--- src/rtl/l4pc_pkg.sv ---
// Package of shared constants, codes and types for the L4 port packet classifier.
`default_nettype none

package l4pc_pkg;

    // Field widths
    localparam int BYTE_W   = 8;
    localparam int OFFSET_W = 7;
    localparam int QUEUE_W  = 6;
    localparam int PORT_W   = 16;
    localparam int WORDS_W  = 4;
    localparam int LEN_W    = 8;

    // Number of queues that own a redirect socket
    localparam int QUEUE_COUNT = 64;

    // Byte offset saturation point
    localparam logic [OFFSET_W-1:0] OFFSET_MAX = 7'd127;

    // Reset value of the match port register
    localparam logic [PORT_W-1:0] MATCH_PORT_RESET = 16'd6380;

    // EtherTypes and IP protocols
    localparam logic [15:0] TYPE_IPV4 = 16'h0800;
    localparam logic [15:0] TYPE_CTAG = 16'h8100;
    localparam logic [15:0] TYPE_STAG = 16'h88A8;
    localparam logic [7:0]  PROTO_TCP = 8'd6;
    localparam logic [7:0]  PROTO_UDP = 8'd17;

    // Byte positions of the EtherType in untagged and tagged frames
    localparam logic [OFFSET_W-1:0] POS_TYPE_HI      = 7'd12;
    localparam logic [OFFSET_W-1:0] POS_TYPE_LO      = 7'd13;
    localparam logic [OFFSET_W-1:0] POS_TAG_TYPE_HI  = 7'd16;
    localparam logic [OFFSET_W-1:0] POS_TAG_TYPE_LO  = 7'd17;

    // Header lengths in bytes
    localparam logic [LEN_W-1:0] ETH_HDR_LEN    = 8'd14;
    localparam logic [LEN_W-1:0] TAGGED_HDR_LEN = 8'd18;
    localparam logic [LEN_W-1:0] IP_HDR_LEN     = 8'd20;
    localparam logic [LEN_W-1:0] IP_PROTO_POS   = 8'd9;
    localparam logic [LEN_W-1:0] UDP_HDR_LEN    = 8'd8;
    localparam logic [LEN_W-1:0] TCP_HDR_LEN    = 8'd20;
    localparam logic [LEN_W-1:0] DPORT_POS_HI   = 8'd2;
    localparam logic [LEN_W-1:0] DPORT_POS_LO   = 8'd3;
    localparam logic [WORDS_W-1:0] IP_WORDS_MIN = 4'd5;

    // Verdict reason codes
    typedef enum logic [2:0] {
        REASON_MATCH         = 3'd0,
        REASON_TRUNCATED     = 3'd1,
        REASON_NOT_IPV4      = 3'd2,
        REASON_BAD_IHL       = 3'd3,
        REASON_NOT_L4        = 3'd4,
        REASON_PORT_MISMATCH = 3'd5
    } reason_t;

    // One verdict word
    typedef struct packed {
        logic                redirect;
        logic [QUEUE_W-1:0]  target_queue;
        reason_t             reason;
    } verdict_t;

endpackage

`default_nettype wire

--- src/rtl/l4pc_frame_if.sv ---
// Valid/ready channel carrying one frame byte per word.
`default_nettype none

interface l4pc_frame_if;
    logic                           valid;
    logic                           ready;
    logic [l4pc_pkg::BYTE_W-1:0]    frame_byte;
    logic                           frame_end;
    logic [l4pc_pkg::QUEUE_W-1:0]   rx_queue;

    modport source (output valid, output frame_byte, output frame_end, output rx_queue,
                    input ready);
    modport sink   (input valid, input frame_byte, input frame_end, input rx_queue,
                    output ready);
endinterface

`default_nettype wire

--- src/rtl/l4pc_verdict_if.sv ---
// Valid/ready channel carrying one classification verdict per word.
`default_nettype none

interface l4pc_verdict_if;
    logic                           valid;
    logic                           ready;
    logic                           redirect;
    logic [l4pc_pkg::QUEUE_W-1:0]   target_queue;
    logic [2:0]                     verdict_reason;

    modport source (output valid, output redirect, output target_queue,
                    output verdict_reason, input ready);
    modport sink   (input valid, input redirect, input target_queue,
                    input verdict_reason, output ready);
endinterface

`default_nettype wire

--- src/rtl/l4_port_packet_classifier_top.sv ---
// Top level of the L4 port packet classifier: byte-wise frame parse and port verdict.
// Throughput: one frame byte accepted every cycle while the verdict side keeps up.
// Output: a frame's verdict is registered as its last byte is accepted, into the
// output word, or into the skid word while the output word is held; the two words
// let bytes flow while one verdict waits; frame.ready drops only when both are held.
// Reset: rst_n clears parse state, empties both buffer words, sets match_port to 6380.
`default_nettype none

module l4_port_packet_classifier_top (
    input  wire logic                           clk,
    input  wire logic                           rst_n,
    input  wire logic                           cfg_wr_en,
    input  wire logic [l4pc_pkg::PORT_W-1:0]    cfg_wr_data,
    l4pc_frame_if.sink                          frame,
    l4pc_verdict_if.source                      verdict
);

    // ------------------------------------------------------------------
    // Configuration
    // ------------------------------------------------------------------
    logic [l4pc_pkg::PORT_W-1:0] match_port_reg;

    always_ff @(posedge clk or negedge rst_n)
    begin
        if (!rst_n)
        begin
            match_port_reg <= l4pc_pkg::MATCH_PORT_RESET;
        end
        else if (cfg_wr_en)
        begin
            match_port_reg <= cfg_wr_data;
        end
    end

    // ------------------------------------------------------------------
    // Parse state: the header fields gathered so far in the current frame
    // ------------------------------------------------------------------
    logic [l4pc_pkg::OFFSET_W-1:0] offset_reg;
    logic                          vlan_reg;
    logic [15:0]                   ether_type_reg;
    logic [l4pc_pkg::WORDS_W-1:0]  ip_words_reg;
    logic [7:0]                    ip_proto_reg;
    logic [l4pc_pkg::PORT_W-1:0]   dest_port_reg;
    logic [l4pc_pkg::QUEUE_W-1:0]  frame_queue_reg;

    logic [l4pc_pkg::OFFSET_W-1:0] offset_next;
    logic                          vlan_next;
    logic [15:0]                   ether_type_next;
    logic [l4pc_pkg::WORDS_W-1:0]  ip_words_next;
    logic [7:0]                    ip_proto_next;
    logic [l4pc_pkg::PORT_W-1:0]   dest_port_next;
    logic [l4pc_pkg::QUEUE_W-1:0]  frame_queue_next;

    logic                          frame_fire;
    logic                          type_shift;
    logic [l4pc_pkg::LEN_W-1:0]    pos_wide;
    logic [l4pc_pkg::LEN_W-1:0]    ip_base;
    logic [l4pc_pkg::LEN_W-1:0]    l4_start;
    logic [l4pc_pkg::LEN_W-1:0]    frame_len;
    logic [l4pc_pkg::LEN_W-1:0]    l4_need;
    l4pc_pkg::reason_t             reason;
    l4pc_pkg::verdict_t            verdict_new;

    assign frame_fire = frame.valid && frame.ready;
    assign pos_wide   = {1'b0, offset_reg};

    // Field capture: each header field is taken from the byte at its fixed offset,
    // with the IP and L4 offsets sliding behind an optional tag and IP options.
    always_comb
    begin
        frame_queue_next = (offset_reg == '0) ? frame.rx_queue : frame_queue_reg;

        type_shift = (offset_reg == l4pc_pkg::POS_TYPE_HI)
                  || (offset_reg == l4pc_pkg::POS_TYPE_LO)
                  || (vlan_reg && ((offset_reg == l4pc_pkg::POS_TAG_TYPE_HI)
                                || (offset_reg == l4pc_pkg::POS_TAG_TYPE_LO)));
        ether_type_next = type_shift ? {ether_type_reg[7:0], frame.frame_byte}
                                     : ether_type_reg;

        // The tag decision uses the outer EtherType just completed on this byte
        if (offset_reg == l4pc_pkg::POS_TYPE_LO)
        begin
            vlan_next = (ether_type_next == l4pc_pkg::TYPE_CTAG)
                     || (ether_type_next == l4pc_pkg::TYPE_STAG);
        end
        else
        begin
            vlan_next = vlan_reg;
        end

        ip_base = vlan_next ? l4pc_pkg::TAGGED_HDR_LEN : l4pc_pkg::ETH_HDR_LEN;

        ip_words_next = (pos_wide == ip_base) ? frame.frame_byte[l4pc_pkg::WORDS_W-1:0]
                                              : ip_words_reg;
        ip_proto_next = (pos_wide == ip_base + l4pc_pkg::IP_PROTO_POS) ? frame.frame_byte
                                                                       : ip_proto_reg;

        // L4 header starts after the IP header length in 32-bit words
        l4_start = ip_base + {2'b00, ip_words_next, 2'b00};

        if ((pos_wide == l4_start + l4pc_pkg::DPORT_POS_HI)
            || (pos_wide == l4_start + l4pc_pkg::DPORT_POS_LO))
        begin
            dest_port_next = {dest_port_reg[7:0], frame.frame_byte};
        end
        else
        begin
            dest_port_next = dest_port_reg;
        end

        offset_next = (offset_reg < l4pc_pkg::OFFSET_MAX)
                    ? offset_reg + l4pc_pkg::OFFSET_W'(1) : l4pc_pkg::OFFSET_MAX;
    end

    // Verdict: checks in header order, the first failing one sets the reason
    always_comb
    begin
        frame_len = pos_wide + l4pc_pkg::LEN_W'(1);
        l4_need   = l4pc_pkg::UDP_HDR_LEN;
        reason    = l4pc_pkg::REASON_MATCH;

        if (ip_proto_next == l4pc_pkg::PROTO_TCP)
        begin
            l4_need = l4pc_pkg::TCP_HDR_LEN;
        end

        if (frame_len < l4pc_pkg::ETH_HDR_LEN)
        begin
            reason = l4pc_pkg::REASON_TRUNCATED;
        end
        else if (vlan_next && (frame_len < l4pc_pkg::TAGGED_HDR_LEN))
        begin
            reason = l4pc_pkg::REASON_TRUNCATED;
        end
        else if (ether_type_next != l4pc_pkg::TYPE_IPV4)
        begin
            reason = l4pc_pkg::REASON_NOT_IPV4;
        end
        else if (frame_len < ip_base + l4pc_pkg::IP_HDR_LEN)
        begin
            reason = l4pc_pkg::REASON_TRUNCATED;
        end
        else if (ip_words_next < l4pc_pkg::IP_WORDS_MIN)
        begin
            reason = l4pc_pkg::REASON_BAD_IHL;
        end
        else if (l4_start > frame_len)
        begin
            reason = l4pc_pkg::REASON_TRUNCATED;
        end
        else if ((ip_proto_next != l4pc_pkg::PROTO_UDP)
                 && (ip_proto_next != l4pc_pkg::PROTO_TCP))
        begin
            reason = l4pc_pkg::REASON_NOT_L4;
        end
        else if (l4_start + l4_need > frame_len)
        begin
            reason = l4pc_pkg::REASON_TRUNCATED;
        end
        else if (dest_port_next != match_port_reg)
        begin
            reason = l4pc_pkg::REASON_PORT_MISMATCH;
        end

        // A matched frame on a queue without a socket keeps its queue but passes
        verdict_new.reason       = reason;
        verdict_new.redirect     = (reason == l4pc_pkg::REASON_MATCH)
                                && (int'(frame_queue_next) < l4pc_pkg::QUEUE_COUNT);
        verdict_new.target_queue = (reason == l4pc_pkg::REASON_MATCH) ? frame_queue_next
                                                                      : '0;
    end

    // Advance the parse state per byte; drop it all after the last byte
    always_ff @(posedge clk or negedge rst_n)
    begin
        if (!rst_n)
        begin
            offset_reg      <= '0;
            vlan_reg        <= 1'b0;
            ether_type_reg  <= '0;
            ip_words_reg    <= '0;
            ip_proto_reg    <= '0;
            dest_port_reg   <= '0;
            frame_queue_reg <= '0;
        end
        else if (frame_fire)
        begin
            if (frame.frame_end)
            begin
                offset_reg      <= '0;
                vlan_reg        <= 1'b0;
                ether_type_reg  <= '0;
                ip_words_reg    <= '0;
                ip_proto_reg    <= '0;
                dest_port_reg   <= '0;
                frame_queue_reg <= '0;
            end
            else
            begin
                offset_reg      <= offset_next;
                vlan_reg        <= vlan_next;
                ether_type_reg  <= ether_type_next;
                ip_words_reg    <= ip_words_next;
                ip_proto_reg    <= ip_proto_next;
                dest_port_reg   <= dest_port_next;
                frame_queue_reg <= frame_queue_next;
            end
        end
    end

    // ------------------------------------------------------------------
    // Output buffer: output register with a skid word behind it
    // ------------------------------------------------------------------
    logic               out_valid_reg;
    logic               skid_valid_reg;
    l4pc_pkg::verdict_t out_data_reg;
    l4pc_pkg::verdict_t skid_data_reg;
    logic               push;
    logic               pop;

    assign push = frame_fire && frame.frame_end;
    assign pop  = out_valid_reg && verdict.ready;

    // Bytes stall only when both buffer words hold a verdict
    assign frame.ready = !skid_valid_reg;

    always_ff @(posedge clk or negedge rst_n)
    begin
        if (!rst_n)
        begin
            out_valid_reg  <= 1'b0;
            skid_valid_reg <= 1'b0;
        end
        else if (!out_valid_reg || pop)
        begin
            // Output word is free: refill from skid first, else from the new verdict
            if (skid_valid_reg)
            begin
                out_valid_reg  <= 1'b1;
                skid_valid_reg <= push;
            end
            else
            begin
                out_valid_reg  <= push;
            end
        end
        else if (push)
        begin
            skid_valid_reg <= 1'b1;
        end
    end

    always_ff @(posedge clk)
    begin
        if (!out_valid_reg || pop)
        begin
            if (skid_valid_reg)
            begin
                out_data_reg  <= skid_data_reg;
                skid_data_reg <= verdict_new;
            end
            else
            begin
                out_data_reg  <= verdict_new;
            end
        end
        else if (push)
        begin
            skid_data_reg <= verdict_new;
        end
    end

    assign verdict.valid          = out_valid_reg;
    assign verdict.redirect       = out_data_reg.redirect;
    assign verdict.target_queue   = out_data_reg.target_queue;
    assign verdict.verdict_reason = out_data_reg.reason;

`ifndef SYNTHESIS
    // The skid word is only ever filled behind a held output word
    assert property (@(posedge clk) disable iff (!rst_n)
        skid_valid_reg |-> out_valid_reg)
        else $error("skid word valid while output word empty");

    // A last byte always restarts the parse at offset zero
    assert property (@(posedge clk) disable iff (!rst_n)
        (frame_fire && frame.frame_end) |=> (offset_reg == '0))
        else $error("byte offset not cleared after last byte");

    // Redirect only on a matched port
    assert property (@(posedge clk) disable iff (!rst_n)
        (verdict.valid && verdict.redirect)
            |-> (verdict.verdict_reason == l4pc_pkg::REASON_MATCH))
        else $error("redirect without port match");

    // A pass for any reason but a match carries queue zero
    assert property (@(posedge clk) disable iff (!rst_n)
        (verdict.valid && (verdict.verdict_reason != l4pc_pkg::REASON_MATCH))
            |-> (verdict.target_queue == '0))
        else $error("non-zero queue on a pass verdict");

    // A verdict word is accepted only on a last byte, so a full buffer held without a
    // pop stays full in the next cycle
    assert property (@(posedge clk) disable iff (!rst_n)
        (skid_valid_reg && !verdict.ready) |=> skid_valid_reg)
        else $error("skid word lost while stalled");
`endif

endmodule

`default_nettype wire

--- src/flat_wrapper.sv ---
// flat-port wrapper written by rule: the top's interface ports become plain ports
module l4_port_packet_classifier_top_flat 
  (clk, rst_n, cfg_wr_en, cfg_wr_data, frame_valid, frame_frame_byte, frame_frame_end, frame_rx_queue, frame_ready, verdict_valid, verdict_redirect, verdict_target_queue, verdict_verdict_reason, verdict_ready);
  l4pc_frame_if frame_i ();
  l4pc_verdict_if verdict_i ();
  input  wire logic clk;
  input  wire logic rst_n;
  input  wire logic cfg_wr_en;
  input  wire logic [l4pc_pkg::PORT_W-1:0] cfg_wr_data;
  input wire logic [$bits(frame_i.valid)-1:0] frame_valid;
  input wire logic [$bits(frame_i.frame_byte)-1:0] frame_frame_byte;
  input wire logic [$bits(frame_i.frame_end)-1:0] frame_frame_end;
  input wire logic [$bits(frame_i.rx_queue)-1:0] frame_rx_queue;
  output wire logic [$bits(frame_i.ready)-1:0] frame_ready;
  output wire logic [$bits(verdict_i.valid)-1:0] verdict_valid;
  output wire logic [$bits(verdict_i.redirect)-1:0] verdict_redirect;
  output wire logic [$bits(verdict_i.target_queue)-1:0] verdict_target_queue;
  output wire logic [$bits(verdict_i.verdict_reason)-1:0] verdict_verdict_reason;
  input wire logic [$bits(verdict_i.ready)-1:0] verdict_ready;
  assign frame_i.valid = frame_valid;
  assign frame_i.frame_byte = frame_frame_byte;
  assign frame_i.frame_end = frame_frame_end;
  assign frame_i.rx_queue = frame_rx_queue;
  assign frame_ready = frame_i.ready;
  assign verdict_valid = verdict_i.valid;
  assign verdict_redirect = verdict_i.redirect;
  assign verdict_target_queue = verdict_i.target_queue;
  assign verdict_verdict_reason = verdict_i.verdict_reason;
  assign verdict_i.ready = verdict_ready;
  l4_port_packet_classifier_top u_core (.clk(clk), .rst_n(rst_n), .cfg_wr_en(cfg_wr_en), .cfg_wr_data(cfg_wr_data), .frame(frame_i), .verdict(verdict_i));
endmodule
--- config.mk ---
export PLATFORM = sky130hd
export DESIGN_NAME = l4_port_packet_classifier_top_flat
export DESIGN_NICKNAME = d
export VERILOG_FILES = /design/src/rtl/l4pc_pkg.sv /design/src/rtl/l4pc_frame_if.sv /design/src/rtl/l4pc_verdict_if.sv /design/src/rtl/l4_port_packet_classifier_top.sv /design/src/flat_wrapper.sv
export SDC_FILE = /design/constraint.sdc
export NUM_CORES = 1
export LEC_CHECK = 0
export BUFFER_PORTS_ARGS = -buffer_cell sky130_fd_sc_hd__buf_2
export CAP_MARGIN = 20
export CORE_AREA = 4 4 122 124
export CTS_CLUSTER_SIZE = 40
export DETAILED_ROUTE_END_ITERATION = 16
export DIE_AREA = 0 0 126 128
export REMOVE_ABC_BUFFERS = 1
export SKIP_CTS_REPAIR_TIMING = 1
export SYNTH_ARGS = -nofsm -noshare
export SYNTH_HDL_FRONTEND = slang
export SYNTH_SLANG_ARGS = --single-unit
--- constraint.sdc ---
create_clock -name clk -period 13.9 [get_ports clk]
set_input_delay 0 -clock clk [delete_from_list [all_inputs] [get_ports clk]]
set_output_delay 0 -clock clk [all_outputs]
set_load 0.01 [all_outputs]
==> impl_metrics.toml, run 1 <==
[sta]
fin_crit_ps = 6310
setup_viol = 0
holdWs_ps = 8.12
hold_viol_final = 0
fin_worst_skew_ps = 7.42
min_period_over_period_pct = 45.4
rsz0062_at_grt = "false"
relSlewSlack_pct = 34.9
clock.fmax_ghz = 0.158
setup_tns_ps = 0
worst_pin_slew_ps = 977
maxSlewViolCount = 0

[pwr]
p_per_area_nw_per_um2 = 93.1
internal-power_uw = 469
ir_drop_v = 0.0000667
switching_share_pct = 28.2
p_switching_uw = 185
seq_power_share_pct = 48.0
p_leak_nw = 3.10
p_clk_share_pct = 37.1
combPwrFrac_pct = 14.8

[logic_synthesis]
synth_top_flop_cell = "dfrtp_1"
syn_area_sq_um = 6110
synthSimpleGateAreaFrac_pct = 17.0
synth_top_family_by_area = "compound AO/OA/AOI/OAI gates"
async_flop_share_pct = 79.2
synth.distinct_cells = 85
synth_edf_count = 20
synth_compound_area_share_pct = 22.6
synthAdderAreaFrac_pct = 5.57
synth_cells = 606
yosysWarnings = 0
avgSynthCellArea_sq_um = 10.1
ys_ff_latch = 96
synth-xor-area-share_pct = 5.26
seq_area_frac_synth_pct = 41.1
synthMuxAreaShare_pct = 4.24

[global_route]
antenna_found_initial = 0
grt_max_degree = 77
track_usage_pct = 19.6
grt_pass1_wl_microns = 25400
grt_pass1_vias = 4847
grt-ovfl-total = 0

[layout]
diodes = 0
syn_to_final_growth_pct = 15.0
nNetsFinal = 729
post-route-util_pct = 51.0
fin_cells = 852
drive_above_1_share_pct = 18.0

[outcome]
status = "finished clean"

[detailed_routing]
drtIter0Drc = 300
wl_per_cell_microns = 18.2
drc_errors = 0
drt-vias-per-instance = 5.84
vias = 4974
drt_first_pass_iters = 5
ant_nets = 0
drt_wl_total_microns = 15500

[floorplanning]
die_w_microns = 126
placementRows = 43
die_y_microns = 128
core_area_sq_um = 13800
initial_utilization_pct = 44.4
die-area_sq_um = 16100
io_pins = 48

[worst_setup_path]
start_kind = "flip-flop"
required_ps = 14050
crit_type = "flip-flop to flip-flop"
endpoint_kind = "flip-flop"
cp.arrival_ps = 6460
crit_path_max_fanout = 14

[clocking]
cts.clk_slew.worst_paths_ps = 70
htree_levels = 3
cts.sinks = 96
clock_latency_ps = 350
root_buffer = "clkbuf_16"
cts_buffers = 9
cts_buffer_depth = 2
cts_tree = "done"

[place]
hpwl_microns = 11000
dp.cells = 807
port_buffers = 47
gp_congestion = 0.916

[flow_run]
cap_violations = 0

[min_path]
hold_class = "input pin to flip-flop"
==> cell type report <==
class | instances | area (sq um)
repair buffers | 78 | 539
fillers | 1284 | 6750
well taps | 180 | 225
clock buffers | 10 | 239
flip-flops and latches | 96 | 2510
inverters | 33 | 124
clock inverters | 6 | 48.8
multi-input cells | 449 | 3340
==> power groups by stage <==
stage	Clock (mW)	Combinational (mW)	Sequential [mW]
after floorplan	0	0.0547	0.318
after global placement	0	0.0892	0.318
after detailed placement	0	0.0903	0.319
after CTS	0.251	0.0911	0.314
after global routing	0.260	0.107	0.316
final	0.243	0.0970	0.314
==> cell families (layout without fill, tap and decap cells) <==
group | after synthesis | after routing
compound gates | 178 | 178
mux | 23 | 23
fa+ha+maj | 26 | 26
xor+xnor | 35 | 35
flops | 96 | 96
buf+inv | 61 | 127
simple gates | 187 | 187
==> routing by layer <==
metal	vias to the layer above	global-route usage, %	routed length, microns
met2	153	30.8	7320
met1	2412	27.3	7090
met5	-	0	0
met3	28	4.04	812
met4	0	6.69	313
li1	2381	-	-
==> cell usage in the layout, fill, tap and decap left out, types with 8 or more instances in the layout <==
master          n
clkbuf_16       9
inv_1          32
edfxtp_1       20
buf_2          46
nor2b_1         9
dfrtp_1        69
a22o_1         46
nor4_1          9
nand3_1        20
nor3_1          9
nor2_1         29
nand2_1        55
o22ai_1         8
ha_1           24
o21ai_0        31
a21oi_1        23
dlygate4sd3_1  26
xnor2_1        17
xor2_1         16
mux2_2          9
mux2i_1        12
==> cell usage after synthesis (all sizes together), types with 10 or more instances <==
cell    number  area share (%)
dfrtp       69              28
nand2       55             3.4
a22o        46             6.6
o21ai       36             3.0
nor2        33             2.3
inv         32             2.0
a21oi       24             2.0
ha          24             4.9
edfxtp      20             9.8
nand3       20             1.6
clkbuf      19             1.2
xnor2       18             2.7
xor2        17             2.6
nor3        15             1.7
mux2i       13             2.3
mux2        10             1.9
==> critical path, stage by stage, from the launching register on <==
cell	delay (ps)
dfrtp_1	460
inv_1	120
ha_1	400
o221a_4	280
mux2_4	350
o31ai_4	450
o21ai_0	290
ha_1	350
a21o_1	210
a21oi_1	460
xnor2_1	180
o22ai_1	80
a21boi_2	180
nor2_1	230
ha_1	300
o21a_1	110
o21a_1	160
o221ai_1	300
nand4bb_4	170
nor2_2	120
nand2_1	420
o41ai_2	460
==> path summary, 6_finish.rpt <==
| path | startpoint | to | slack [ps] | depth (start not counted) |
|---|---|---|---|---|
| worst max-delay path | u_core.offset_reg[1] | u_core.verdict.target_queue[2] | 7590 | 21 |
| worst min register to register | u_core.ip_proto_reg[1] | u_core.ip_proto_reg[1] | 490 | 2 |
| worst min-delay path | frame_frame_byte[4] | u_core.dest_port_reg[4] | 8 | 2 |
| max in group asynchronous | rst_n | u_core.skid_valid_reg | 12930 | 2 |
| min in group asynchronous | rst_n | u_core.match_port_reg[4] | 350 | 2 |
| worst max register to register | u_core.offset_reg[1] | u_core.verdict.target_queue[2] | 7590 | 21 |
==> per-stage QoR <==
stage	worst slack, ps	power, mW	instance area [sq um]
4_1_cts	7620	0.656	6740
3_5_place_dp	7650	0.410	6450
3_3_place_gp	7960	0.408	6450
6_report	7590	0.654	7030
2_1_floorplan	8440	0.373	5970
5_1_grt	7020	0.683	7030
Note: power is estimated with default switching activity, not from simulation.
==> inputs of run 2 (changes only) <==
--- a/config.mk
+++ b/config.mk
@@ -5,12 +5,13 @@
 export SDC_FILE = /design/constraint.sdc
 export NUM_CORES = 1
 export LEC_CHECK = 0
+export ABC_AREA = 1
 export BUFFER_PORTS_ARGS = -buffer_cell sky130_fd_sc_hd__buf_2
 export CAP_MARGIN = 20
-export CORE_AREA = 4 4 122 124
+export CORE_AREA = 4 4 125 127
 export CTS_CLUSTER_SIZE = 40
 export DETAILED_ROUTE_END_ITERATION = 16
-export DIE_AREA = 0 0 126 128
+export DIE_AREA = 0 0 129 131
 export REMOVE_ABC_BUFFERS = 1
 export SKIP_CTS_REPAIR_TIMING = 1
 export SYNTH_ARGS = -nofsm -noshare
==> constraint.sdc (replaced) <==
create_clock -name clk -period 6.2 [get_ports clk]
set_input_delay 0 -clock clk [delete_from_list [all_inputs] [get_ports clk]]
set_output_delay 0 -clock clk [all_outputs]
set_load 0.01 [all_outputs]
==> run 2 against run 1 <==
  * The run now ends with hold timing left
  * Largest cell class unchanged
  * Critical endpoint is now u_core.verdict.target_queue[4]
  * Critical path type unchanged
  * Final cell count up 37%
  * Maximum frequency up 4.7%
  * Power up 130%
==> impl_metrics.toml, run 2 <==
[floorplanning]
die_w_microns = 129
core_area_sq_um = 14400
placementRows = 44
io_pins = 48
die-area_sq_um = 16900
initial_utilization_pct = 44.6
die_y_microns = 131

[global_route]
grt_pass1_vias = 5707
grt_max_degree = 77
grt-ovfl-total = 0
antenna_found_initial = 0
track_usage_pct = 20.3
grt_pass1_wl_microns = 27400

[detailed_routing]
wl_per_cell_microns = 14.9
drt_wl_total_microns = 17300
ant_nets = 0
drc_errors = 0
drt_first_pass_iters = 4
drt-vias-per-instance = 5.19
drtIter0Drc = 337
vias = 6046

[clocking]
cts.sinks = 96
cts.clk_slew.worst_paths_ps = 70
cts_buffers = 9
cts_tree = "done"
root_buffer = "clkbuf_16"
cts_buffer_depth = 2
clock_latency_ps = 360
htree_levels = 3

[logic_synthesis]
synth_area_leaders = "dfrtp_1, nand2_1, edfxtp_1"
avgSynthCellArea_sq_um = 7.61
syn_area_sq_um = 6430
synthDominantCellAreaShare_pct = 26.9
seq_area_frac_synth_pct = 39.1
yosys-top-cells-count = "nand2_1, inv_1, o21ai_0"
yosysWarnings = 0
synth_edf_count = 20
synth_most_common_cell = "nand2_1"
synth_cells = 845
async_flop_share_pct = 79.2
synth.distinct_cells = 53
ys_ff_latch = 96
synth_top_flop_cell = "dfrtp_1"
synth_top_cell_by_area = "dfrtp_1"

[worst_setup_path]
crit_buf_inv = 6
crit_path_max_fanout = 7
crit_slowest_cell = "fa_1"
critical_path.max_stage_delay_ps = 590
required_ps = 6430
start_kind = "flip-flop"
cp.arrival_ps = 6260
endpoint_kind = "flip-flop"
crit_type = "flip-flop to flip-flop"
cp_top_family = "simple AND/OR/NAND/NOR gates"
cp_common_cell = "nand2_2"

[sta]
clock.fmax_ghz = 0.166
worst_pin_slew_ps = 765
min_period_over_period_pct = 97.3
setup_viol = 0
hold_viol_final = 1
fin_worst_skew_ps = 4.55
holdWs_ps = -41.6
fin_crit_ps = 6030
rsz0062_at_grt = "true"
maxSlewViolCount = 0
relSlewSlack_pct = 48.9
setup_tns_ps = 0

[pwr]
ir_drop_v = 0.000188
p_leak_nw = 3.90
p_per_area_nw_per_um2 = 181
finalPower_mw = 1.49

[layout]
drive_above_1_share_pct = 30.4
syn_to_final_growth_pct = 27.8
final_cell_mix = "nand2_1, inv_1, buf_4, dfrtp_1, o21ai_0"
diodes = 0
layout_commonest_cell = "nand2_1"
nNetsFinal = 1037

[place]
gp_congestion = 0.846
port_buffers = 47
hpwl_microns = 11900

[outcome]
violations = "hold timing"
status = "finished with violations"

[min_path]
hold_class = "input pin to flip-flop"

[flow_run]
cap_violations = 0
-- run 2: cell types whose count changed after synthesis, moves of 13 or more --
cell / delta
inv_1: +80
xnor2_1: -14
a22o_1: -46
o22ai_1: +28
nand4_1: +22
nand2_1: +152
o21ai_0: +41
nand3_1: +51
nor2_1: +14
nor2_2: +13
nand2_2: +25
-- run 2: logic make-up (layout without fill, tap and decap cells) --
family	after synthesis	after routing	share of synthesized area, %
xor gates and xnor gates	7	7	0.954
adders and majority gates	26	26	5.29
and+or+nand+nor	422	423	32.1
AOI/OAI and AO/OA	141	141	12.7
buffers and inverters	153	287	9.89
DFF	96	96	39.1
-- run 2: final timing paths --
kind	start	to	slack (ps)	cells past startpoint
max reg2reg	u_core.offset_reg[1]	u_core.verdict.target_queue[4]	170	41
max in group asynchronous	rst_n	u_core.match_port_reg[2]	5410	3
max	u_core.offset_reg[1]	u_core.verdict.target_queue[4]	170	41
min	frame_frame_end	u_core.skid_valid_reg	-40	3
min reg2reg	u_core.match_port_reg[12]	u_core.match_port_reg[12]	500	2
min in group asynchronous	rst_n	u_core.match_port_reg[14]	130	2
-- run 2: metal layers --
layer	global-route usage (%)	vias up	share of wire, %
li1	-	3058	-
met1	26.0	2833	45
met2	34.8	127	49
met5	0	-	0
met4	7.23	0	2.4
met3	3.29	28	3.8
-- run 2: cell type report --
type	instances	area (sq um)
repair buffers	150	1140
inverters	121	460
fillers	1341	6200
multi-input cells	597	3600
well taps	184	230
flip-flops and latches	96	2510
clock inverters	7	53.8
clock buffers	9	225
-- run 2: stage by stage --
stage	util [%]	setup WS (ps)	cell area (sq um)	instances
final	57.0	170	8220	1164
after CTS	52.3	-47.5	7540	1128
after global placement	50.4	-4.76	7260	1112
after global routing	57.0	-185	8220	1164
after detailed placement	50.4	-2.33	7260	1112
after floorplan	-	324	6250	813
-- run 2: where the power goes --
part | internal (mW) | switching [mW] | total, mW
logic | 0.0931 | 0.156 | 0.249
clock network | 0.276 | 0.274 | 0.550
registers | 0.677 | 0.0138 | 0.690
-- run 2: tightest hold or removal path, cell delays in order --
cell     delay (ps)
buf_2           110
a21oi_1          80
nor2_1           90
